<file path="src/rtl/core/mcds_pkg.sv">
// mcds_pkg: types, codes and constants shared by the dispense sequencer modules
// no dependencies
package mcds_pkg;

	localparam int CHANNELS_DEF = 4;
	localparam int MAX_DOSE_DEF = 16;
	localparam int MAX_OUTCOMES = 4;

	typedef enum logic [1:0] {
		OP_TICK  = 2'd0,
		OP_START = 2'd1,
		OP_STOP  = 2'd2,
		OP_NOP   = 2'd3
	} op_t;

	typedef enum logic [1:0] {
		KIND_START  = 2'd0,
		KIND_STATUS = 2'd1,
		KIND_DONE   = 2'd2
	} kind_t;

	localparam logic [1:0] ST_STARTED   = 2'd0;
	localparam logic [1:0] ST_INVALID   = 2'd1;
	localparam logic [1:0] ST_CANCELLED = 2'd2;
	localparam logic [1:0] ST_BUSY      = 2'd3;

	typedef enum logic [2:0] {
		PH_IDLE    = 3'd0,
		PH_WAIT    = 3'd1,
		PH_RELEASE = 3'd2,
		PH_RETURN  = 3'd3,
		PH_SHAKE   = 3'd4
	} phase_t;

	localparam logic [1:0] VM_OFF   = 2'd0;
	localparam logic [1:0] VM_KICK  = 2'd1;
	localparam logic [1:0] VM_RUN   = 2'd2;
	localparam logic [1:0] VM_BRAKE = 2'd3;

	localparam logic [2:0] REG_MOVE     = 3'd0;
	localparam logic [2:0] REG_SHAKE    = 3'd1;
	localparam logic [2:0] REG_STAGGER  = 3'd2;
	localparam logic [2:0] REG_KICK     = 3'd3;
	localparam logic [2:0] REG_LOCKOUT  = 3'd4;
	localparam logic [2:0] REG_ATTEMPTS = 3'd5;
	localparam logic [2:0] REG_CONCUR   = 3'd6;
	localparam logic [2:0] REG_SENSOR   = 3'd7;

	typedef struct packed {
		logic [1:0] operation;
		logic [3:0] channel_number;
		logic [7:0] pill_target;
		logic [3:0] beam_blocked;
		logic       cancel_pressed;
	} in_item_t;

	typedef struct packed {
		logic [1:0] kind;
		logic [1:0] start_status;
		logic [3:0] done_channel;
		logic [7:0] asked_pills;
		logic [7:0] given_pills;
		logic [7:0] tries;
		logic       was_cancelled;
		logic       verified;
		logic [3:0] release_mask;
		logic [7:0] vibe_modes;
		logic       last;
	} out_item_t;

	typedef struct packed {
		logic [15:0] move_time;
		logic [15:0] shake_time;
		logic [15:0] stagger_time;
		logic [15:0] kick_time;
		logic [15:0] lockout_time;
		logic [7:0]  max_attempts;
		logic [2:0]  max_concurrent;
		logic        sensor_enable;
	} cfg_t;

	// controller to datapath
	typedef struct packed {
		logic load;      // capture accepted input
		logic step;      // process the selected channel
		logic start;     // evaluate the start request
		logic emit_done; // load outcome of selected channel into output
		logic emit_rep;  // load start reply into output
		logic emit_stat; // load drive status into output
	} dp_cmd_t;

	// datapath to controller
	typedef struct packed {
		logic       op_tick;
		logic       op_start;
		logic       op_stop;
		logic       cancel;
		logic       ch_done;   // selected channel finished on this step
		logic       any_done;  // room left for outcomes
	} dp_stat_t;

	function automatic logic [15:0] inc16(input logic [15:0] v);
		inc16 = (v == 16'hFFFF) ? v : v + 16'd1;
	endfunction

endpackage

</file>
<file path="src/rtl/core/multi_channel_dispense_sequencer.sv">
// multi_channel_dispense_sequencer: top level joining controller and datapath
// depends on mcds_pkg, mcds_ctrl, mcds_datapath
//
// usage: one input transaction per tick, start request or stop all on in_*.
// each input yields zero to four outcomes (or one start reply) followed by
// one drive status transaction with last set, on the out_* channel.
// config writes on cfg_* (index 0..7) are to be made only while idle; the block itself does not enforce this.
// a tick or stop walks the channels one per cycle while the output register
// is free, using the shared channel step unit; a start needs no walk.
// the next input is taken once the drive status has been handed over.
// a stalled receiver holds the output register; the walk pauses on an
// outcome until the register is free, and no result is lost.
// reset: all channels idle, registers at defaults (move 800, shake 500,
// stagger 300, kick 100, lockout 50, attempts 5, concurrency 2, sensor on).
module multi_channel_dispense_sequencer #(
	parameter int CHANNELS = mcds_pkg::CHANNELS_DEF,
	parameter int MAX_DOSE = mcds_pkg::MAX_DOSE_DEF
) (
	input  logic                clk,
	input  logic                arst_n,
	input  logic                in_valid,
	output logic                in_ready,
	input  mcds_pkg::in_item_t  in_data,
	output logic                out_valid,
	input  logic                out_ready,
	output mcds_pkg::out_item_t out_data,
	input  logic                cfg_valid,
	output logic                cfg_ready,
	input  logic [2:0]          cfg_index,
	input  logic [15:0]         cfg_data
);

	localparam int IW = (CHANNELS > 1) ? $clog2(CHANNELS) : 1;

	mcds_pkg::cfg_t cfg_q;
	mcds_pkg::dp_cmd_t cmd;
	mcds_pkg::dp_stat_t stat;
	logic [IW-1:0] sel;

	assign cfg_ready = 1'b1;

	always_ff @(posedge clk or negedge arst_n) begin
		if (!arst_n) begin
			cfg_q.move_time <= 16'd800;
			cfg_q.shake_time <= 16'd500;
			cfg_q.stagger_time <= 16'd300;
			cfg_q.kick_time <= 16'd100;
			cfg_q.lockout_time <= 16'd50;
			cfg_q.max_attempts <= 8'd5;
			cfg_q.max_concurrent <= 3'd2;
			cfg_q.sensor_enable <= 1'b1;
		end else if (cfg_valid) begin
			case (cfg_index)
				mcds_pkg::REG_MOVE:     cfg_q.move_time <= cfg_data;
				mcds_pkg::REG_SHAKE:    cfg_q.shake_time <= cfg_data;
				mcds_pkg::REG_STAGGER:  cfg_q.stagger_time <= cfg_data;
				mcds_pkg::REG_KICK:     cfg_q.kick_time <= cfg_data;
				mcds_pkg::REG_LOCKOUT:  cfg_q.lockout_time <= cfg_data;
				mcds_pkg::REG_ATTEMPTS: cfg_q.max_attempts <= cfg_data[7:0];
				mcds_pkg::REG_CONCUR:   cfg_q.max_concurrent <= cfg_data[2:0];
				mcds_pkg::REG_SENSOR:   cfg_q.sensor_enable <= cfg_data[0];
				default: ;
			endcase
		end
	end

	mcds_ctrl #(.CHANNELS(CHANNELS)) u_ctrl (
		.clk(clk), .arst_n(arst_n),
		.in_valid(in_valid), .in_ready(in_ready),
		.out_valid(out_valid), .out_ready(out_ready),
		.stat(stat), .cmd(cmd), .sel(sel)
	);

	mcds_datapath #(.CHANNELS(CHANNELS), .MAX_DOSE(MAX_DOSE)) u_dp (
		.clk(clk), .arst_n(arst_n),
		.cfg(cfg_q), .in_item(in_data),
		.cmd(cmd), .sel(sel), .stat(stat), .out_item(out_data)
	);

endmodule

</file>
<file path="src/rtl/core/mcds_datapath.sv">
// mcds_datapath: per-channel state registers, one shared channel step unit,
// start checks and output register; depends on mcds_pkg
module mcds_datapath #(
	parameter int CHANNELS = mcds_pkg::CHANNELS_DEF,
	parameter int MAX_DOSE = mcds_pkg::MAX_DOSE_DEF,
	localparam int IW = (CHANNELS > 1) ? $clog2(CHANNELS) : 1
) (
	input  logic                clk,
	input  logic                arst_n,
	input  mcds_pkg::cfg_t      cfg,
	input  mcds_pkg::in_item_t  in_item,
	input  mcds_pkg::dp_cmd_t   cmd,
	input  logic [IW-1:0]       sel,
	output mcds_pkg::dp_stat_t  stat,
	output mcds_pkg::out_item_t out_item
);

	mcds_pkg::phase_t phase_q [CHANNELS];
	logic [7:0]  target_q [CHANNELS];
	logic [7:0]  pills_q [CHANNELS];
	logic [7:0]  attempts_q [CHANNELS];
	logic [15:0] pticks_q [CHANNELS];
	logic        reached_q [CHANNELS];
	logic        kicking_q [CHANNELS];
	logic [15:0] kticks_q [CHANNELS];
	logic        beam_q [CHANNELS];
	logic [15:0] since_q [CHANNELS];
	logic [15:0] delay_q [CHANNELS];
	mcds_pkg::in_item_t in_q;
	mcds_pkg::out_item_t out_q;
	mcds_pkg::out_item_t out_d;
	logic [2:0] nout_q;

	// single-channel step, evaluated for channel sel
	mcds_pkg::phase_t c_ph, n_ph;
	logic [7:0]  n_pills, n_att;
	logic [15:0] n_pt, n_kt, n_since, el;
	logic        n_reached, n_kick, n_beam, fin, fin_cancel, now_b, b_bit;
	logic [7:0]  att_inc;

	always_comb begin
		c_ph = phase_q[sel];
		n_ph = c_ph;
		n_pills = pills_q[sel];
		n_att = attempts_q[sel];
		n_pt = pticks_q[sel];
		n_kt = kticks_q[sel];
		n_since = since_q[sel];
		n_reached = reached_q[sel];
		n_kick = kicking_q[sel];
		n_beam = beam_q[sel];
		fin = 1'b0;
		fin_cancel = 1'b0;
		// only the first four channels have a beam input
		b_bit = 1'b0;
		for (int k = 0; k < CHANNELS && k < 4; k++)
			if (sel == IW'(k))
				b_bit = in_q.beam_blocked[k];
		now_b = b_bit;
		att_inc = (attempts_q[sel] == 8'hFF) ? attempts_q[sel] : attempts_q[sel] + 8'd1;
		el = 16'd0;
		if (c_ph != mcds_pkg::PH_IDLE) begin
			if (in_q.operation != mcds_pkg::OP_TICK || in_q.cancel_pressed) begin
				fin = 1'b1;
				fin_cancel = 1'b1;
				n_ph = mcds_pkg::PH_IDLE;
				n_kick = 1'b0;
			end else begin
				if (kicking_q[sel]) begin
					n_kt = mcds_pkg::inc16(kticks_q[sel]);
					if (n_kt >= cfg.kick_time)
						n_kick = 1'b0;
				end
				n_since = mcds_pkg::inc16(since_q[sel]);
				if (cfg.sensor_enable) begin
					n_beam = now_b;
					if (now_b && !beam_q[sel] && n_since >= cfg.lockout_time) begin
						n_since = 16'd0;
						if (n_pills != 8'hFF)
							n_pills = n_pills + 8'd1;
						if (n_pills >= target_q[sel])
							n_reached = 1'b1;
					end
				end
				el = mcds_pkg::inc16(pticks_q[sel]);
				n_pt = el;
				case (c_ph)
					mcds_pkg::PH_WAIT: begin
						if (el >= delay_q[sel]) begin
							n_ph = mcds_pkg::PH_RELEASE;
							n_att = att_inc;
							n_kick = 1'b1;
							n_kt = 16'd0;
							n_pt = 16'd0;
						end
					end
					mcds_pkg::PH_RELEASE: begin
						if (el >= cfg.move_time) begin
							n_ph = mcds_pkg::PH_RETURN;
							n_kick = 1'b0;
							n_pt = 16'd0;
						end
					end
					mcds_pkg::PH_RETURN: begin
						if (el >= cfg.move_time) begin
							if (n_reached || n_att >= cfg.max_attempts) begin
								fin = 1'b1;
								n_ph = mcds_pkg::PH_IDLE;
								n_kick = 1'b0;
							end else begin
								n_ph = mcds_pkg::PH_SHAKE;
								n_kick = 1'b1;
								n_kt = 16'd0;
								n_pt = 16'd0;
							end
						end
					end
					mcds_pkg::PH_SHAKE: begin
						if (el >= cfg.shake_time) begin
							if (n_reached) begin
								fin = 1'b1;
								n_ph = mcds_pkg::PH_IDLE;
								n_kick = 1'b0;
							end else begin
								n_ph = mcds_pkg::PH_RELEASE;
								n_att = att_inc;
								n_kick = 1'b1;
								n_kt = 16'd0;
								n_pt = 16'd0;
							end
						end
					end
					default: n_ph = mcds_pkg::PH_IDLE;
				endcase
			end
		end
	end

	// start checks
	logic [3:0] running;
	logic [1:0] st_code;
	logic [IW-1:0] st_idx;
	logic [3:0] ch_m1;
	logic st_beam;
	always_comb begin
		running = 4'd0;
		for (int k = 0; k < CHANNELS; k++)
			if (phase_q[k] != mcds_pkg::PH_IDLE)
				running = running + 4'd1;
		ch_m1 = in_q.channel_number - 4'd1;
		st_idx = ch_m1[IW-1:0];
		st_beam = 1'b0;
		for (int k = 0; k < CHANNELS && k < 4; k++)
			if (st_idx == IW'(k))
				st_beam = in_q.beam_blocked[k];
		if (in_q.channel_number == 4'd0 || {28'd0, in_q.channel_number} > CHANNELS
			|| in_q.pill_target == 8'd0 || {24'd0, in_q.pill_target} > MAX_DOSE)
			st_code = mcds_pkg::ST_INVALID;
		else if (in_q.cancel_pressed)
			st_code = mcds_pkg::ST_CANCELLED;
		else if (phase_q[st_idx] != mcds_pkg::PH_IDLE)
			st_code = mcds_pkg::ST_BUSY;
		else if ({1'b0, running} >= {2'b0, cfg.max_concurrent})
			st_code = mcds_pkg::ST_BUSY;
		else
			st_code = mcds_pkg::ST_STARTED;
	end

	logic [3:0] rmask;
	logic [7:0] vmodes;
	always_comb begin
		rmask = 4'd0;
		vmodes = 8'd0;
		for (int k = 0; k < CHANNELS && k < 4; k++) begin
			case (phase_q[k])
				mcds_pkg::PH_RELEASE: begin
					rmask[k] = 1'b1;
					vmodes[2*k +: 2] = kicking_q[k] ? mcds_pkg::VM_KICK : mcds_pkg::VM_RUN;
				end
				mcds_pkg::PH_SHAKE:
					vmodes[2*k +: 2] = kicking_q[k] ? mcds_pkg::VM_KICK : mcds_pkg::VM_RUN;
				mcds_pkg::PH_RETURN: vmodes[2*k +: 2] = mcds_pkg::VM_BRAKE;
				default: vmodes[2*k +: 2] = mcds_pkg::VM_OFF;
			endcase
		end
	end

	always_ff @(posedge clk or negedge arst_n) begin
		if (!arst_n) begin
			for (int k = 0; k < CHANNELS; k++) begin
				phase_q[k] <= mcds_pkg::PH_IDLE;
				target_q[k] <= 8'd0;
				pills_q[k] <= 8'd0;
				attempts_q[k] <= 8'd0;
				pticks_q[k] <= 16'd0;
				reached_q[k] <= 1'b0;
				kicking_q[k] <= 1'b0;
				kticks_q[k] <= 16'd0;
				beam_q[k] <= 1'b0;
				since_q[k] <= 16'hFFFF;
				delay_q[k] <= 16'd0;
			end
			nout_q <= 3'd0;
		end else begin
			if (cmd.load) begin
				nout_q <= 3'd0;
			end
			if (cmd.step) begin
				phase_q[sel] <= n_ph;
				pills_q[sel] <= n_pills;
				attempts_q[sel] <= n_att;
				pticks_q[sel] <= n_pt;
				reached_q[sel] <= n_reached;
				kicking_q[sel] <= n_kick;
				kticks_q[sel] <= n_kt;
				beam_q[sel] <= n_beam;
				since_q[sel] <= n_since;
			end
			if (cmd.start && st_code == mcds_pkg::ST_STARTED) begin
				target_q[st_idx] <= in_q.pill_target;
				pills_q[st_idx] <= 8'd0;
				reached_q[st_idx] <= 1'b0;
				since_q[st_idx] <= 16'hFFFF;
				if (cfg.sensor_enable)
					beam_q[st_idx] <= st_beam;
				pticks_q[st_idx] <= 16'd0;
				if (running == 4'd0) begin
					phase_q[st_idx] <= mcds_pkg::PH_RELEASE;
					attempts_q[st_idx] <= 8'd1;
					kicking_q[st_idx] <= 1'b1;
					kticks_q[st_idx] <= 16'd0;
				end else begin
					phase_q[st_idx] <= mcds_pkg::PH_WAIT;
					attempts_q[st_idx] <= 8'd0;
					delay_q[st_idx] <= cfg.stagger_time;
				end
			end
			if (cmd.emit_done)
				nout_q <= nout_q + 3'd1;
		end
	end

	always_comb begin
		out_d = '0;
		if (cmd.emit_done) begin
			out_d.kind = mcds_pkg::KIND_DONE;
			out_d.done_channel = 4'({1'b0, sel} + 1);
			out_d.asked_pills = target_q[sel];
			out_d.given_pills = cfg.sensor_enable ? n_pills :
				(fin_cancel ? 8'd0 : target_q[sel]);
			out_d.tries = n_att;
			out_d.was_cancelled = fin_cancel;
			out_d.verified = cfg.sensor_enable;
		end else if (cmd.emit_rep) begin
			out_d.kind = mcds_pkg::KIND_START;
			out_d.start_status = st_code;
		end else if (cmd.emit_stat) begin
			out_d.kind = mcds_pkg::KIND_STATUS;
			out_d.release_mask = rmask;
			out_d.vibe_modes = vmodes;
			out_d.last = 1'b1;
		end
	end

	always_ff @(posedge clk) begin
		if (cmd.load)
			in_q <= in_item;
		if (cmd.emit_done || cmd.emit_rep || cmd.emit_stat)
			out_q <= out_d;
	end

	assign stat.op_tick  = (in_q.operation == mcds_pkg::OP_TICK);
	assign stat.op_start = (in_q.operation == mcds_pkg::OP_START);
	assign stat.op_stop  = (in_q.operation == mcds_pkg::OP_STOP);
	assign stat.cancel   = in_q.cancel_pressed;
	assign stat.ch_done  = fin;
	assign stat.any_done = (nout_q < 3'(mcds_pkg::MAX_OUTCOMES));
	assign out_item = out_q;

`ifndef ASSERT_OFF
	a_nout_cap: assert property (@(posedge clk) disable iff (!arst_n)
		nout_q <= 3'(mcds_pkg::MAX_OUTCOMES)) else $error("outcome count overflow");
	a_emit_excl: assert property (@(posedge clk) disable iff (!arst_n)
		$countones({cmd.emit_done, cmd.emit_rep, cmd.emit_stat}) <= 1)
		else $error("two output loads at once");
	a_stat_last: assert property (@(posedge clk) disable iff (!arst_n)
		cmd.emit_stat |=> out_q.last) else $error("status not marked last");
`endif

endmodule

</file>
<file path="src/rtl/core/mcds_ctrl.sv">
// mcds_ctrl: controller state machine walking the channels and sequencing
// output transactions; depends on mcds_pkg
module mcds_ctrl #(
	parameter int CHANNELS = mcds_pkg::CHANNELS_DEF,
	localparam int IW = (CHANNELS > 1) ? $clog2(CHANNELS) : 1
) (
	input  logic               clk,
	input  logic               arst_n,
	input  logic               in_valid,
	output logic               in_ready,
	output logic               out_valid,
	input  logic               out_ready,
	input  mcds_pkg::dp_stat_t stat,
	output mcds_pkg::dp_cmd_t  cmd,
	output logic [IW-1:0]      sel
);

	typedef enum logic [5:0] {
		S_IDLE  = 6'b000001,
		S_DISP  = 6'b000010,
		S_CHAN  = 6'b000100,
		S_WAITD = 6'b001000,
		S_STAT  = 6'b010000,
		S_WAITS = 6'b100000
	} state_t;

	state_t state_q, state_d;
	logic [IW-1:0] sel_q, sel_d;
	logic out_valid_q, out_valid_d;
	logic last_ch;

	assign last_ch = ({{(32-IW){1'b0}}, sel_q} == CHANNELS - 1);

	always_comb begin
		state_d = state_q;
		sel_d = sel_q;
		out_valid_d = out_valid_q;
		cmd = '0;
		in_ready = 1'b0;
		if (out_valid_q && out_ready)
			out_valid_d = 1'b0;
		case (state_q)
			S_IDLE: begin
				in_ready = 1'b1;
				if (in_valid) begin
					cmd.load = 1'b1;
					state_d = S_DISP;
				end
			end
			S_DISP: begin
				sel_d = '0;
				if (stat.op_start) begin
					if (!out_valid_q || out_ready) begin
						cmd.emit_rep = 1'b1;
						cmd.start = 1'b1;
						out_valid_d = 1'b1;
						state_d = S_STAT;
					end
				end else if (stat.op_tick || stat.op_stop)
					state_d = S_CHAN;
				else
					state_d = S_STAT;
			end
			S_CHAN: begin
				// an outcome needs the output register free before the step commits
				if (!stat.ch_done || !stat.any_done || !out_valid_q || out_ready) begin
					cmd.step = 1'b1;
					if (stat.ch_done && stat.any_done) begin
						cmd.emit_done = 1'b1;
						out_valid_d = 1'b1;
					end
					if (last_ch)
						state_d = S_STAT;
					else
						sel_d = sel_q + 1'b1;
				end
			end
			S_STAT: begin
				if (!out_valid_q || out_ready) begin
					cmd.emit_stat = 1'b1;
					out_valid_d = 1'b1;
					state_d = S_WAITS;
				end
			end
			S_WAITS: begin
				if (!out_valid_q || out_ready)
					state_d = S_IDLE;
			end
			S_WAITD: state_d = S_IDLE;
			default: state_d = S_IDLE;
		endcase
	end

	always_ff @(posedge clk or negedge arst_n) begin
		if (!arst_n) begin
			state_q <= S_IDLE;
			sel_q <= '0;
			out_valid_q <= 1'b0;
		end else begin
			state_q <= state_d;
			sel_q <= sel_d;
			out_valid_q <= out_valid_d;
		end
	end

	assign out_valid = out_valid_q;
	assign sel = sel_q;

`ifndef ASSERT_OFF
	a_onehot: assert property (@(posedge clk) disable iff (!arst_n)
		$onehot(state_q)) else $error("state not one-hot");
	a_ready_idle: assert property (@(posedge clk) disable iff (!arst_n)
		in_ready |-> state_q == S_IDLE) else $error("ready outside idle");
	a_no_overwrite: assert property (@(posedge clk) disable iff (!arst_n)
		(cmd.emit_done || cmd.emit_rep || cmd.emit_stat) |-> (!out_valid_q || out_ready))
		else $error("output overwritten");
`endif

endmodule

</file>
<file path="config.mk">
export PLATFORM = sky130hd
export DESIGN_NAME = multi_channel_dispense_sequencer
export DESIGN_NICKNAME = d
export VERILOG_FILES = /design/src/rtl/core/mcds_pkg.sv /design/src/rtl/core/multi_channel_dispense_sequencer.sv /design/src/rtl/core/mcds_datapath.sv /design/src/rtl/core/mcds_ctrl.sv
export SDC_FILE = /design/constraint.sdc
export NUM_CORES = 1
export LEC_CHECK = 0
export ABC_AREA = 1
export BUFFER_PORTS_ARGS = -buffer_cell sky130_fd_sc_hd__clkbuf_2
export CAP_MARGIN = 25
export CORE_MARGIN = 2
export CORE_UTILIZATION = 35
export CTS_BUF_LIST = sky130_fd_sc_hd__clkbuf_8
export CTS_CLUSTER_DIAMETER = 30
export DETAILED_ROUTE_END_ITERATION = 10
export PLACE_DENSITY = 0.56
export SYNTH_ARGS = -nofsm -noshare
export SYNTH_HDL_FRONTEND = slang
export SYNTH_SLANG_ARGS = --single-unit
</file>
<file path="constraint.sdc">
create_clock -name clk -period 15.36 [get_ports clk]
set_input_delay 0 -clock clk [delete_from_list [all_inputs] [get_ports clk]]
set_output_delay 0 -clock clk [all_outputs]
set_load 0.01 [all_outputs]
</file>
-- Yosys cells after proc, flatten, opt, wreduce, memory -nomap -nowiden
Index checks and enable logic that the tools add are counted.
- register bits: 546
- bits in latches: 0
- RAM bits: 0
- memory bits (read-only): 0
- memories: 0
- add/sub/neg operators: 12
- multiply operators: 0
- divide/modulo/power cells: 0
- magnitude comparators: 15
- equality and inequality tests: 48
- shift-type cells: 0
- muxes and demuxes: 231
- bitwise logic cells: 24
- reduce and logical (&&, ||, !) cells: 58
- operator list (kind ; count):
    $mux W16 ; 33
    $mux W64 ; 7
    $bwmux W64 ; 4
    $mux W8 ; 25
    $mux W32 ; 5
    $and A64 B64 Y64 ; 2
    $bmux W16 S2 ; 4
    $bwmux W32 ; 3
    $ge A16 B16 Y1 ; 5
    $mux W1 ; 68
    $and A32 B32 Y32 ; 2
    $demux W16 S2 ; 2
    $not A64 Y64 ; 1
    $or A64 B64 Y64 ; 1
    $pmux W16 S4 ; 1
    $add A16 B1 Y16 const B ; 3
    $bmux W8 S2 ; 3
    $eq A16 B16 Y1 const B ; 3
    $pmux W16 S3 ; 1
    $mux W3 ; 15
    $mux W4 ; 11
    $mux W6 ; 7
    $eq A3 B2 Y1 const B ; 12
    $mux W12 ; 3
    68 further kinds ; 167

-- Depth between registers and ports, before layout
Gate-level depths: netlist of run 1.
- word-level depth: 34
- depth in mapped cells: 39
- depth with buffers taken out: 32

-- Hierarchy
From an unflattened synthesis of run 1, not the netlist that was laid out.
- cells, all modules: 4323
- area total of the unflattened synthesis: 31851.8 um^2
- by module, submodules not included (module ; times used ; cells each ; area an instance (um^2) ; sequential area each (um^2)):
    mcds_datapath ; 1 ; 3835 ; 27607.7 ; 11486.0
    multi_channel_dispense_sequencer ; 1 ; 414 ; 3689.8 ; 2331.0
    mcds_ctrl ; 1 ; 74 ; 554.3 ; 201.4

-- Least setup slack after synthesis of run 1
OpenSTA, ideal clock, no wires.
- path kind: flip-flop to flip-flop
- start: reg u_ctrl.sel_q[0], in the netlist u_ctrl.sel[0]
- end: reg u_dp.out_q (netlist bit u_dp.out_item[0]) (enable)
- setup time: 679 ps
- data arrival time: 5150 ps
- slack: 9532 ps
- cell stages (with the launch flop): 31
- path through: dfrtp_1 buf_6 buf_12 buf_12 buf_12 buf_8 o21ai_1 o22ai_2 ha_1 nand2_1 nor2_2 inv_1 nor2_2 nand4_4 buf_6 clkbuf_1 nand2_1 ha_1 nand2_1 inv_1 o21ai_0 a21oi_1 nor2_1 nand3_1 nand2_1 inv_1 nand2_1 nand3_2 nand4_1 clkbuf_1 nand3_1
- cells in the longest elaborated chain, start to end: 30
- elaborated cells on any way between the ends: 80
- ends and longest elaborated chain (what ; RTL line ; RTL):
    from (decl) ; mcds_ctrl.sv:28 ; logic [IW-1:0] sel_q, sel_d;
    from (signal assigned) ; mcds_ctrl.sv:101 ; sel_q <= sel_d;
    $not A2 Y3 (implied by the code) ; n/a ;
    $bmux W8 S2 ; mcds_datapath.sv:44 ; n_pills = pills_q[sel];
    $mux W8 (implied by the code) (2 in a row) ; mcds_datapath.sv:44 ;
    $add A8 B1 Y8 / $ne A8 B8 Y1 (equally long branches) ; mcds_datapath.sv:80, mcds_datapath.sv:79 ;
    $mux W8 ; mcds_datapath.sv:79 ; if (n_pills != 8'hFF)
    $mux W8 ; mcds_datapath.sv:77 ; if (now_b && !beam_q[sel] && n_since >= cfg.lockout_time) begin
    $mux W8 ; mcds_datapath.sv:75 ; if (cfg.sensor_enable) begin
    $mux W8 ; mcds_datapath.sv:63 ; if (in_q.operation != mcds_pkg::OP_TICK || in_q.cancel_pressed) begin
    (+10 left out) ; n/a ;
    $pmux W1 S2 ; mcds_datapath.sv:87 ; case (c_ph)
    $mux W1 ; mcds_datapath.sv:63 ;
    $mux W1 * ; mcds_datapath.sv:62 ; if (c_ph != mcds_pkg::PH_IDLE) begin
    $logic_not A1 Y1 ; mcds_ctrl.sv:66 ; if (!stat.ch_done || !stat.any_done || !out_valid_q || out_ready) begin
    $logic_or A1 B1 Y1 (3 in a row) ; mcds_ctrl.sv:66 ;
    $mux W1 * ; mcds_ctrl.sv:66 ;
    $mux W1 * ; mcds_ctrl.sv:42 ; case (state_q)
    $logic_or A1 B1 Y1 * (2 in a row) ; mcds_datapath.sv:268 ; if (cmd.emit_done || cmd.emit_rep || cmd.emit_stat)
    to (signal assigned) ; mcds_datapath.sv:269 ; out_q <= out_d;
    to (decl) ; mcds_datapath.sv:30 ; mcds_pkg::out_item_t out_q;
Every way passes the cells marked *; elsewhere a longest branch is shown, timed or not. The select of a mux whose other input is x is not followed.
A chain may end at the register's enable or synchronous reset.

-- Worst setup path in the final report of run 1
- start: reg u_ctrl.sel_q[0], in the netlist u_ctrl.sel[0]
- end: reg u_dp.attempts_q[0] in the netlist's numbering
- cells in the longest elaborated chain, start to end: 32
- elaborated cells on any way between the ends: 101
- ends and longest elaborated chain (what ; RTL line ; RTL):
    $not A2 Y3 (implied by the code) ; n/a ;
    $bmux W8 S2 ; mcds_datapath.sv:44 ;
    $mux W8 (implied by the code) (2 in a row) ; mcds_datapath.sv:44 ;
    $add A8 B1 Y8 / $ne A8 B8 Y1 (equally long branches) ; mcds_datapath.sv:80, mcds_datapath.sv:79 ;
    $mux W8 ; mcds_datapath.sv:79 ;
    $mux W8 ; mcds_datapath.sv:77 ;
    $mux W8 ; mcds_datapath.sv:75 ;
    $mux W8 ; mcds_datapath.sv:63 ;
    (+13 left out) ; n/a ;
    $logic_not A1 Y1 ; mcds_ctrl.sv:66 ;
    $logic_or A1 B1 Y1 (3 in a row) ; mcds_ctrl.sv:66 ;
    $mux W1 ; mcds_ctrl.sv:66 ;
    $mux W1 ; mcds_ctrl.sv:42 ;
    $mux W32 * ; mcds_datapath.sv:208 ; if (cmd.step) begin
    $and A32 B32 Y32 (no line) / $or A4 B4 Y4 (equally long branches) ; n/a ;
    $mux W32 ; mcds_datapath.sv:227 ; if (running == 4'd0) begin
    $mux W32 * ; mcds_datapath.sv:219 ; if (cmd.start && st_code == mcds_pkg::ST_STARTED) begin
    to (signal, indexed assignment) ; mcds_datapath.sv:211 ; attempts_q[sel] <= n_att;
    to (decl) ; mcds_datapath.sv:21 ; logic [7:0] attempts_q [CHANNELS];
Marked as above.

==> results of run 1 <==
[power by group through the flow]
stage | combinational, W | sequential (W) | clock [W]
CTS | 0.00295 | 0.00186 | 0.00206
floorplan | 0.00217 | 0.00185 | 0
global placement | 0.00289 | 0.00188 | 0
detailed placement | 0.00292 | 0.00188 | 0
finish | 0.00298 | 0.00187 | 0.00203
global route | 0.00339 | 0.00190 | 0.00214
[per-layer routing]
layer,track usage,share of wire
met1,0.2986,0.46
met2,0.3392,0.44
met3,0.04465,0.065
met4,0.07726,0.029
met5,0,0
[cell families (layout without fill, tap and decap cells)]
group / Yosys count / count (layout) / share of synthesized area
adders and majority gates: 117 / 117 / 0.04784
and+or+nand+nor: 1744 / 1744 / 0.2359
muxes: 3 / 3 / 0.001022
buffers and inverters: 616 / 853 / 0.08894
DFF: 543 / 543 / 0.4581
AOI/OAI and AO/OA: 843 / 843 / 0.1573
other: 2 / 5 / 0.0002454
xor gates and xnor gates: 36 / 36 / 0.01055
[cell type report]
type / count / share of cell area
clock inverters: 101 / 0.03266
flip-flops and latches: 543 / 0.3932
multi-input cells: 2745 / 0.3903
well taps: 1155 / 0.04052
clock buffers: 142 / 0.05480
repair buffers: 202 / 0.04512
inverters: 408 / 0.04315
diodes: 3 / 0.0002105
[metrics by stage]
stage / instances / util
after floorplan: 3904 / -
after global placement: 4976 / 0.3651
after detailed placement: 4979 / 0.3660
after CTS: 5294 / 0.4105
after global routing: 5298 / 0.4111
final: 5299 / 0.4111
[registers in the layout, summed over array words and instances, names as in the netlist]
name              cells
cfg_q                92
u_ctrl.out_valid      1
u_ctrl.sel            2
u_ctrl.state_q        5
u_dp.attempts_q      32
u_dp.beam_q           4
u_dp.delay_q         64
u_dp.in_q            18
u_dp.kicking_q        4
u_dp.kticks_q        64
u_dp.nout_q           3
u_dp.out_item        45
u_dp.phase_q         12
u_dp.pills_q         32
u_dp.pticks_q        64
u_dp.reached_q        4
u_dp.since_q         64
u_dp.stat             1
u_dp.target_q        32
[tightest hold or removal path: cells and delay by family]
kind / cells / cell delay [ns]
buffers and inverters: 2 / 0.64
AOI/OAI and AO/OA: 1 / 0.08
and+or+nand+nor: 1 / 0.10
[path summary, 6_finish.rpt]
check                                          start                             to  depth (start not counted)
max in group asynchronous                     arst_n    u_dp.kticks_q[43]$_DFF_PN0_                          6
max                        u_ctrl.sel[0]$_DFFE_PN0P_   u_dp.attempts_q[0]$_DFF_PN0_                         29
min                                         in_valid  u_ctrl.state_q[1]$_DFFE_PN0P_                          4
min reg2reg                    cfg_q[10]$_DFFE_PN0P_          cfg_q[10]$_DFFE_PN0P_                          2
max reg2reg                u_ctrl.sel[0]$_DFFE_PN0P_   u_dp.attempts_q[0]$_DFF_PN0_                         29
min in group asynchronous                     arst_n          cfg_q[16]$_DFFE_PN1P_                          3
[timing repair]
action	in CTS	in global routing
hold endpoints to repair	334	0
endpoints found under the setup margin	0	0
hold buffers	72	0
[cell usage in the layout (no fill, tap or decap), drive strengths merged, types with 3 or more instances in the layout]
| cell | netlist | final |
|---|---|---|
| a21boi | 3 | 3 |
| a21oi | 207 | 207 |
| a22oi | 10 | 10 |
| a32o | 17 | 17 |
| a32oi | 17 | 17 |
| and2 | 10 | 10 |
| buf | 120 | 42 |
| bufinv | 0 | 21 |
| clkbuf | 88 | 231 |
| clkinv | 0 | 36 |
| clkinvlp | 0 | 17 |
| dfrtp | 391 | 391 |
| dfstp | 88 | 88 |
| diode | 0 | 3 |
| dlygate4sd3 | 0 | 71 |
| edfxtp | 64 | 64 |
| ha | 117 | 117 |
| inv | 408 | 435 |
| nand2 | 959 | 959 |
| nand3 | 179 | 179 |
| nand3b | 3 | 3 |
| nand4 | 31 | 31 |
| nor2 | 522 | 522 |
| nor3 | 27 | 27 |
| nor4 | 7 | 7 |
| o211ai | 10 | 10 |
| o21a | 4 | 4 |
| o21ai | 550 | 550 |
| o22ai | 17 | 17 |
| xor2 | 34 | 34 |
==> results.json, run 1 <==
{
  "multi_input_area_um2": 13920,
  "p_switching_w": 0.002980,
  "track_usage": 0.2173,
  "status": "finished, final reports clean",
  "worstSetupPathType": "reg2reg",
  "wl_per_cell_um": 18.08,
  "vias": 26850,
  "cts-buffers-inserted": 132,
  "relSlewSlack": 0.3200,
  "ir_drop_uv": 91.33,
  "ant_nets": 0,
  "synth_edf_count": 64,
  "grt_pass1_vias": 26310,
  "placementRows": 108,
  "yosys_register_bits": 543,
  "gp_congestion": 0.9065,
  "synth_top_area_frac": 0.3198,
  "required_ns": 16.01,
  "yosysSeqAreaShare": 0.4581,
  "netlist.top_cell.by_area": "dfrtp_1",
  "hp-class": "in2reg",
  "syn_avg_cell_area_um2": 7.838,
  "routed_via_density": 5.066,
  "crit_top_cell": "nand2_1",
  "crit_arrival_ns": 7.65,
  "tritoncts_num_sinks": 543,
  "start_util": 0.3527,
  "yosys-top-cells-count": "928 x nand2_1, 497 x nor2_1, 453 x o21ai_0",
  "finalInstanceArea_um2": 35660,
  "tightest_slew_ns": 1.020,
  "area_growth_pct": 16.55,
  "cts_setup_buffers": 0,
  "setup_ws_ns": 8.360,
  "clock_latency_ns": 0.81,
  "powerDensity_nw_per_um2": 192.8,
  "synth_flop_cell": "dfrtp_1",
  "cts_resized": 0,
  "cp.buffers_inverters": 7,
  "grt_max_degree": 160,
  "cp_slowest_stage_delay_ns": 0.59,
  "finalCritPeriodShare": 0.4558,
  "synthesis.nets": 4064,
  "crit_path_max_fanout": 159,
  "swShare": 0.4335,
  "p_int_w": 0.003895,
  "finalHoldViolCount": 0,
  "cts_tree": "yes",
  "share_comb_of_total_power": 0.433,
  "grt_pass1_wl_mm": 152.6,
  "synth_cell_types": 69,
  "synth_area_leaders": "dfrtp_1 32%, nand2_1 11%, dfstp_2 7.6%",
  "clockBufferDepth": 3,
  "cts_htree_levels": 4,
  "cp-end-kind": "flop",
  "drive_above_1_share": 0.1461,
  "syn_inst": 3904,
  "holdWs_ns": 0.06256,
  "dieWidth_um": 299.7,
  "regArea_um2": 14020,
  "fin_nets": 4192,
  "synth-async-reset-ratio": 0.8821,
  "crit_family": "simple AND/OR/NAND/NOR gates",
  "p_seq_frac": 0.272,
  "yosysMostFrequentCell": "nand2_1",
  "clock_skew_ns": 0.06777,
  "final-setup-viol-count": 0,
  "placed_cell_area_um2": 31750,
  "post-place-ws_ns": 8.499,
  "p_clk_frac": 0.295,
  "start_kind": "flop",
  "routed_wl_mm": 95.81,
  "clk_pin_slew_worst_paths_ns": 0.06,
  "fin_crit_ns": 7.000,
  "total_power_w": 0.006875,
  "core_um2": 86750,
  "hpwlAfterDp_mm": 59.46,
  "drv_slew": 0,
  "rsz0062_at_grt": "false",
  "ys_warn_count": 0,
  "max_freq_mhz": 142.9,
  "slowest_stage": "buf_12",
  "cap_violations": 0,
  "ios": 93,
  "remaining_drc_errors": 0,
  "drt-initial-drc-count": 2426,
  "r2r_setup_slack_ns": 8.36,
  "p_leak_nw": 17.19,
  "dieArea_um2": 89810,
  "port_buffers": 90,
  "tns_ns": 0,
  "synth_area_um2": 30600,
  "drt_pre_antenna_iters": 5,
  "antenna_found_initial": 1,
  "fillCellCount": 8869,
  "die_h_um": 299.7,
  "globalRouteOverflowTotal": 0,
  "root_buffer": "clkbuf_8"
}
(Power assumes the default switching activity.)
==> inputs of run 2 (changes only) <==
--- a/config.mk
+++ b/config.mk
@@ -5,7 +5,7 @@
 export SDC_FILE = /design/constraint.sdc
 export NUM_CORES = 1
 export LEC_CHECK = 0
-export ABC_AREA = 1
+export ABC_AREA = 0
 export BUFFER_PORTS_ARGS = -buffer_cell sky130_fd_sc_hd__clkbuf_2
 export CAP_MARGIN = 25
 export CORE_MARGIN = 2
==> constraint.sdc (replaced) <==
create_clock -name clk -period 7.3 [get_ports clk]
set_input_delay 0 -clock clk [delete_from_list [all_inputs] [get_ports clk]]
set_output_delay 0 -clock clk [all_outputs]
set_load 0.01 [all_outputs]
==> run 2 against run 1 <==
  * Worst setup slack worse by 7.7 ns
  * Wire length is 9.0% lower
  * Design area is 3.4% lower
  * First-iteration DRC count is 22% lower
  * Highest routed layer unchanged
  * Largest cell class unchanged
  * Sequential share of layout area is 1.4 points higher
  * Hold slack better by 0.12 ns
  * Via count is 16% lower
  * Combinational power is 2% lower
  * Die area is 5.1% lower
  * Critical path depth is 11 lower
==> results.json, run 2 <==
{
  "p_seq_frac": 0.353,
  "cts_htree_levels": 3,
  "status": "finished, final reports clean",
  "dr_wl_met2_mm": 41.16,
  "powerDensity_nw_per_um2": 315.8,
  "dieArea_um2": 85210,
  "synth_flop_cell": "dfrtp_1",
  "top_layer_used": "met4",
  "synth_area_leaders": "dfrtp_1 34%, dfstp_2 8.0%, edfxtp_1 6.6%",
  "synth_top_area_frac": 0.3373,
  "synthesis.nets": 2853,
  "cp-end-kind": "flop",
  "worstSetupPathType": "reg2reg",
  "synth-async-reset-ratio": 0.8821,
  "clk_pin_slew_worst_paths_ns": 0.06,
  "synth_area_um2": 29010,
  "syn_inst": 2693,
  "p_leak_nw": 14.64,
  "crit_path_max_fanout": 38,
  "tritoncts_num_sinks": 543,
  "drt-initial-drc-count": 1881,
  "grt_pass1_vias": 23500,
  "finalInstanceArea_um2": 34450,
  "routed_via_density": 5.585,
  "fin_nets": 3040,
  "m1WireLength_mm": 36.29,
  "antenna_found_initial": 4,
  "fillCellCount": 7675,
  "remaining_drc_errors": 0,
  "swShare": 0.3315,
  "final_common_cell": "dfrtp_1",
  "yosys-top-cells-count": "391 x dfrtp_1, 310 x nand2_1, 228 x o21ai_0",
  "clock_skew_ns": 0.07711,
  "largest_reg_flops": 92,
  "clockBufferDepth": 3,
  "yosys_register_bits": 543,
  "drive_above_1_share": 0.2399,
  "placed_cell_area_um2": 30620,
  "cp_slowest_stage_delay_ns": 0.96,
  "p_int_w": 0.007273,
  "wl_per_cell_um": 21.49,
  "placementRows": 105,
  "start_kind": "flop",
  "yosysMostFrequentCell": "dfrtp_1",
  "yosysSeqAreaShare": 0.4832,
  "cp.buffers_inverters": 2,
  "dieWidth_um": 291.9,
  "total_power_w": 0.01088,
  "crit_arrival_ns": 7.23,
  "regArea_um2": 14030,
  "p_clk_frac": 0.380,
  "cts-buffers-inserted": 117,
  "path_cells": "buf_4, mux4_1, nand3_1, nor2_1, nand3_1, nor3_1, a21boi_1, ha_1, nand2_1, o21ai_0, a2111oi_0, o311a_1, o21ai_0, o22a_1, buf_4, a2111oi_0, a31oi_1, a31oi_1",
  "start_util": 0.3533,
  "final_cell_mix": "389 x dfrtp_1, 306 x nand2_1, 228 x o21ai_0",
  "grt_pass1_wl_mm": 136.7,
  "routed_wl_mm": 87.18,
  "syn_avg_cell_area_um2": 10.77,
  "hpwlAfterDp_mm": 56.68,
  "globalRouteOverflowTotal": 0,
  "slowest_stage": "dfrtp_4",
  "cts_setup_buffers": 0,
  "finalHoldViolCount": 0,
  "p_switching_w": 0.003607,
  "tightest_slew_ns": 1.107,
  "fin_crit_ns": 6.601,
  "cts_tree": "yes",
  "ir_drop_uv": 149.3,
  "vias": 22650,
  "drt_pre_antenna_iters": 5,
  "crit_family": "compound AO/OA/AOI/OAI gates",
  "synth_cell_types": 94,
  "port_buffers": 90,
  "finalCritPeriodShare": 0.9042,
  "drv_slew": 0,
  "clock_latency_ns": 0.76,
  "largest_register": "cfg_q",
  "required_ns": 7.93,
  "synth_edf_count": 64,
  "ant_nets": 0,
  "gp_congestion": 0.8569,
  "final-setup-viol-count": 0,
  "relSlewSlack": 0.2621,
  "rsz0062_at_grt": "false",
  "hp-class": "in2reg",
  "ys_warn_count": 0,
  "share_comb_of_total_power": 0.267,
  "tns_ns": 0,
  "die_h_um": 291.9,
  "core_um2": 82110,
  "holdWs_ns": 0.1851,
  "netlist.top_cell.by_area": "dfrtp_1",
  "root_buffer": "clkbuf_8",
  "area_growth_pct": 18.76,
  "ios": 93,
  "grt_max_degree": 187,
  "max_freq_mhz": 151.5,
  "cap_violations": 0,
  "track_usage": 0.2055,
  "multi_input_area_um2": 13770,
  "wl_met3_mm": 6.113
}
run 2: changes by cell type in the layout (fill, tap and decap cells not counted), moves of 50 or more:
cell / change
inv_1: -261
nand2_1: -618
mux2_2: +124
o211ai_1: +59
nand3_1: -93
nor2_1: -351
mux4_2: +78
o21ai_0: -225
o21ai_1: -50
run 2: layer usage:
metal / global-route usage / up-vias
li1: - / 10230
met1: 0.2608 / 11360
met2: 0.3331 / 863
met3: 0.04544 / 204
met4: 0.09832 / 0
met5: 0 / -
run 2: timing repair:
action / 4_1_cts / 5_1_grt
hold buffers: 77 / 0
setup endpoints to repair: 0 / 54
endpoints found under the hold margin: 313 / 0
gates resized for setup: 0 / 1
run 2: final timing paths:
check,slack [ns],cells after the start,to,from
worst max-delay path,0.70,18,u_dp.pticks_q[9]$_DFF_PN0_,u_ctrl.sel[0]$_DFFE_PN0P_
worst min-delay path,0.19,4,u_ctrl.state_q[0]$_DFFE_PN1P_,in_valid
worst max register to register,0.70,18,u_dp.pticks_q[9]$_DFF_PN0_,u_ctrl.sel[0]$_DFFE_PN0P_
worst min register to register,0.47,2,u_dp.target_q[24]$_DFFE_PN0P_,u_dp.target_q[24]$_DFFE_PN0P_
max in group asynchronous,5.80,4,cfg_q[21]$_DFFE_PN0P_,arst_n
min in group asynchronous,0.46,4,u_ctrl.state_q[2]$_DFFE_PN0P_,arst_n
run 2: stage by stage:
stage          setup slack, ns  std cells  utilization
5_1_grt                 0.1520       4056       0.4196
3_3_place_gp            0.5756       3751       0.3727
2_1_floorplan           0.9015       2693            -
4_1_cts                 0.4071       4052       0.4190
3_5_place_dp            0.4540       3752       0.3729
6_report                0.6992       4056       0.4196
run 2: cell families after synthesis:
family,after synthesis,share of synthesized area
mux,226,0.1262
xor+xnor,50,0.01510
simple gates,750,0.1232
fa+ha+maj,117,0.05046
other cells,2,0.0002589
buf+inv,282,0.04537
compound gates,723,0.1562
flops,543,0.4832
run 2: area by class of cell:
cell class / instances / share of cell area
inverter: 124 / 0.01351
clock inverter: 92 / 0.03468
multi-input combinational: 1868 / 0.3996
sequential: 543 / 0.4071
timing repair buffer: 226 / 0.05375
antenna: 2 / 0.0001453
clock buffer: 131 / 0.05233
tap: 1070 / 0.03886
run 2: power by group through the flow:
stage          Sequential, W  Combinational (W)  Clock (W)
2_1_floorplan        0.00372            0.00208          0
3_3_place_gp         0.00387            0.00275          0
3_5_place_dp         0.00388            0.00283          0
4_1_cts              0.00384            0.00290    0.00422
5_1_grt              0.00389            0.00321    0.00439
6_report             0.00384            0.00291    0.00414
run 2: tightest hold or removal path, stage by stage:
cell           delay [ns]
dlygate4sd3_1        0.52
clkbuf_2             0.10
nand2b_1             0.18
a31oi_1              0.11
==> inputs of run 3 (changes only) <==
--- a/config.mk
+++ b/config.mk
@@ -9,11 +9,11 @@
 export BUFFER_PORTS_ARGS = -buffer_cell sky130_fd_sc_hd__clkbuf_2
 export CAP_MARGIN = 25
 export CORE_MARGIN = 2
-export CORE_UTILIZATION = 35
+export CORE_UTILIZATION = 50
 export CTS_BUF_LIST = sky130_fd_sc_hd__clkbuf_8
 export CTS_CLUSTER_DIAMETER = 30
 export DETAILED_ROUTE_END_ITERATION = 10
-export PLACE_DENSITY = 0.56
+export PLACE_DENSITY = 0.72
 export SYNTH_ARGS = -nofsm -noshare
 export SYNTH_HDL_FRONTEND = slang
 export SYNTH_SLANG_ARGS = --single-unit
==> run 3 against run 2 <==
  * Cell count fell by 8.0%
  * Design area decreased by 2.3%
  * Die area decreased by 30%
  * Utilization rose by 17 points
  * Highest routed layer unchanged
  * Clock power is 8.7% lower
  * Count of clock-buffer cells in the layout stayed put
  * Sequential share of layout area rose by 0.94 points
  * Critical path type unchanged
  * Largest power group is now sequential cells
  * Flip-flop and latch count is the same
==> results.json, run 3 (synthesis gave the netlist of run 2 again) <==
{
  "area_growth_pct": 16.08,
  "crit_arrival_ns": 7.23,
  "cp-end-kind": "flop",
  "clockBufferDepth": 3,
  "routed_via_density": 6.165,
  "worstSetupPathType": "reg2reg",
  "cts-buffers-inserted": 112,
  "ir_drop_uv": 258.2,
  "powerDensity_nw_per_um2": 312.8,
  "start_util": 0.5047,
  "crit_path_max_fanout": 40,
  "r2r_setup_slack_ns": 0.70,
  "max_freq_mhz": 151.6,
  "ant_nets": 0,
  "largest_register": "cfg_q",
  "r2r-start": "u_ctrl.sel[0]$_DFFE_PN0P_",
  "clock_skew_ns": 0.04528,
  "drive_above_1_share": 0.2385,
  "cts_htree_levels": 3,
  "dieArea_um2": 59960,
  "required_ns": 7.94,
  "port_buffers": 90,
  "cap_violations": 0,
  "core_um2": 57480,
  "finalCritPeriodShare": 0.9035,
  "routed_wl_mm": 81.73,
  "finalHoldViolCount": 0,
  "antenna_found_initial": 1,
  "hpwlAfterDp_mm": 52.26,
  "globalRouteOverflowTotal": 0,
  "grt_pass1_wl_mm": 130.0,
  "drt_pre_antenna_iters": 5,
  "final_common_cell": "dfrtp_1",
  "worstHoldStart": "in_valid",
  "largest_reg_flops": 92,
  "dieWidth_um": 244.9,
  "drt-initial-drc-count": 2400,
  "remaining_drc_errors": 0,
  "track_usage": 0.2754,
  "clock_latency_ns": 0.74,
  "critical_path.endpoint": "u_dp.attempts_q[22]$_DFF_PN0_",
  "crit-reg2reg-capture": "u_dp.attempts_q[22]$_DFF_PN0_",
  "crit_family": "compound AO/OA/AOI/OAI gates",
  "tightest_slew_ns": 0.9746,
  "final-setup-viol-count": 0,
  "placementRows": 88,
  "path_cells": "buf_12, mux4_2, ha_1, and2_1, nand2_1, nor2_1, nor2_1, nand3_1, xnor2_1, ha_1, nand4_1, o31ai_1, nor2b_1, a21o_1, o211ai_2, o211ai_4, buf_4, nand3_1, o21ai_0",
  "cts_tree": "yes",
  "cp_slowest_stage_delay_ns": 0.98,
  "tns_ns": 0,
  "cp-startpoint": "u_ctrl.sel[0]$_DFFE_PN0P_",
  "r2r_cells": 19,
  "cp.depth": 19,
  "status": "finished, final reports clean",
  "cp.buffers_inverters": 2,
  "clk_pin_slew_worst_paths_ns": 0.08,
  "final_cell_mix": "389 x dfrtp_1, 306 x nand2_1, 228 x o21ai_0",
  "postLayoutCoreUtil": 0.5859,
  "start_kind": "flop",
  "tritoncts_num_sinks": 543,
  "slowest_stage": "dfrtp_4",
  "vias": 22990,
  "fin_crit_ns": 6.596,
  "root_buffer": "clkbuf_8",
  "wl_per_cell_um": 21.91,
  "grt_max_degree": 156,
  "hp-class": "in2reg",
  "ios": 93,
  "fin_nets": 3024,
  "p_leak_nw": 14.45,
  "gp_congestion": 0.8965,
  "rsz0062_at_grt": "false",
  "drv_slew": 0,
  "die_h_um": 244.9,
  "fillCellCount": 4602,
  "grt_pass1_vias": 23320,
  "relSlewSlack": 0.3496
}
## run 3: changes by cell type in the layout (fill, tap and decap cells not counted), sizes merged
cell,change
inv,+8
clkinvlp,+2
bufinv,-11
diode,-1
dlygate4sd3,-5
clkinv,-8
buf,-6
## run 3: where the power goes
part           switching, W  internal, W  total (W)
Combinational       0.00178      0.00113    0.00291
Sequential         0.000338      0.00350    0.00384
Clock               0.00152      0.00226    0.00378
## run 3: layout make-up
class                           instances  area [µm²]  share of cell area
Tap cell                              765       957.2             0.02842
Sequential cell                       543       14030              0.4165
Multi-Input combinational cell       1868       13760              0.4087
Clock inverter                         83       923.4             0.02742
Clock buffer                          131        1803             0.05354
Timing Repair Buffer                  215        1737             0.05157
Antenna cell                            1       2.502          0.00007431
Inverter                              124       465.4             0.01382
## run 3: what timing repair did
item                                   CTS  global route
endpoints found under the hold margin  225             0
hold buffers                            72             0
buffers inserted                         0             0
resized for setup                        0             0
## run 3: per-layer routing
metal  share of wire  GRT usage  up-vias
li1                -          -    10200
met1            0.40     0.3562    11440
met2            0.48     0.4473     1126
met3           0.079    0.05150      233
met4           0.044     0.1347        0
met5               0          0        -
## run 3: worst reg2reg max path: stages (launching register included)
cell	delay (ns)
dfrtp_4	0.98
buf_12	0.34
mux4_2	0.60
ha_1	0.27
and2_1	0.20
nand2_1	0.09
nor2_1	0.07
nor2_1	0.31
nand3_1	0.14
xnor2_1	0.15
ha_1	0.31
nand4_1	0.11
o31ai_1	0.52
nor2b_1	0.29
a21o_1	0.40
o211ai_2	0.34
o211ai_4	0.60
buf_4	0.50
nand3_1	0.15
o21ai_0	0.13
## run 3: worst min path at each step
stage | endpoint | slack [ns] | cells past startpoint
5_1_grt | u_ctrl.state_q[0]$_DFFE_PN1P_ | 0.25 | 4
3_5_place_dp | cfg_q[57]$_DFFE_PN0P_ | 0.12 | 1
6_report | u_ctrl.state_q[0]$_DFFE_PN1P_ | 0.22 | 4
2_1_floorplan | cfg_q[10]$_DFFE_PN0P_ | -0.30 | 0
4_1_cts | u_ctrl.state_q[0]$_DFFE_PN1P_ | 0.17 | 4
3_3_place_gp | cfg_q[57]$_DFFE_PN0P_ | 0.10 | 1
## run 3: stage by stage
| step | hold slack (ns) | power, W | std cells | area (µm²) | setup WS (ns) |
|---|---|---|---|---|---|
| final | 0.2176 | 0.01054 | 3730 | 33680 | 0.7042 |
| after global routing | 0.2520 | 0.01105 | 3730 | 33680 | 0.3793 |
| after CTS | 0.1738 | 0.01049 | 3727 | 33630 | 0.7689 |
| after detailed placement | 0.1230 | 0.006674 | 3441 | 30170 | 0.7967 |
| after global placement | 0.1029 | 0.006521 | 3438 | 30120 | 0.8070 |
| after floorplan | -0.2956 | 0.005797 | 2693 | 29010 | 0.9015 |
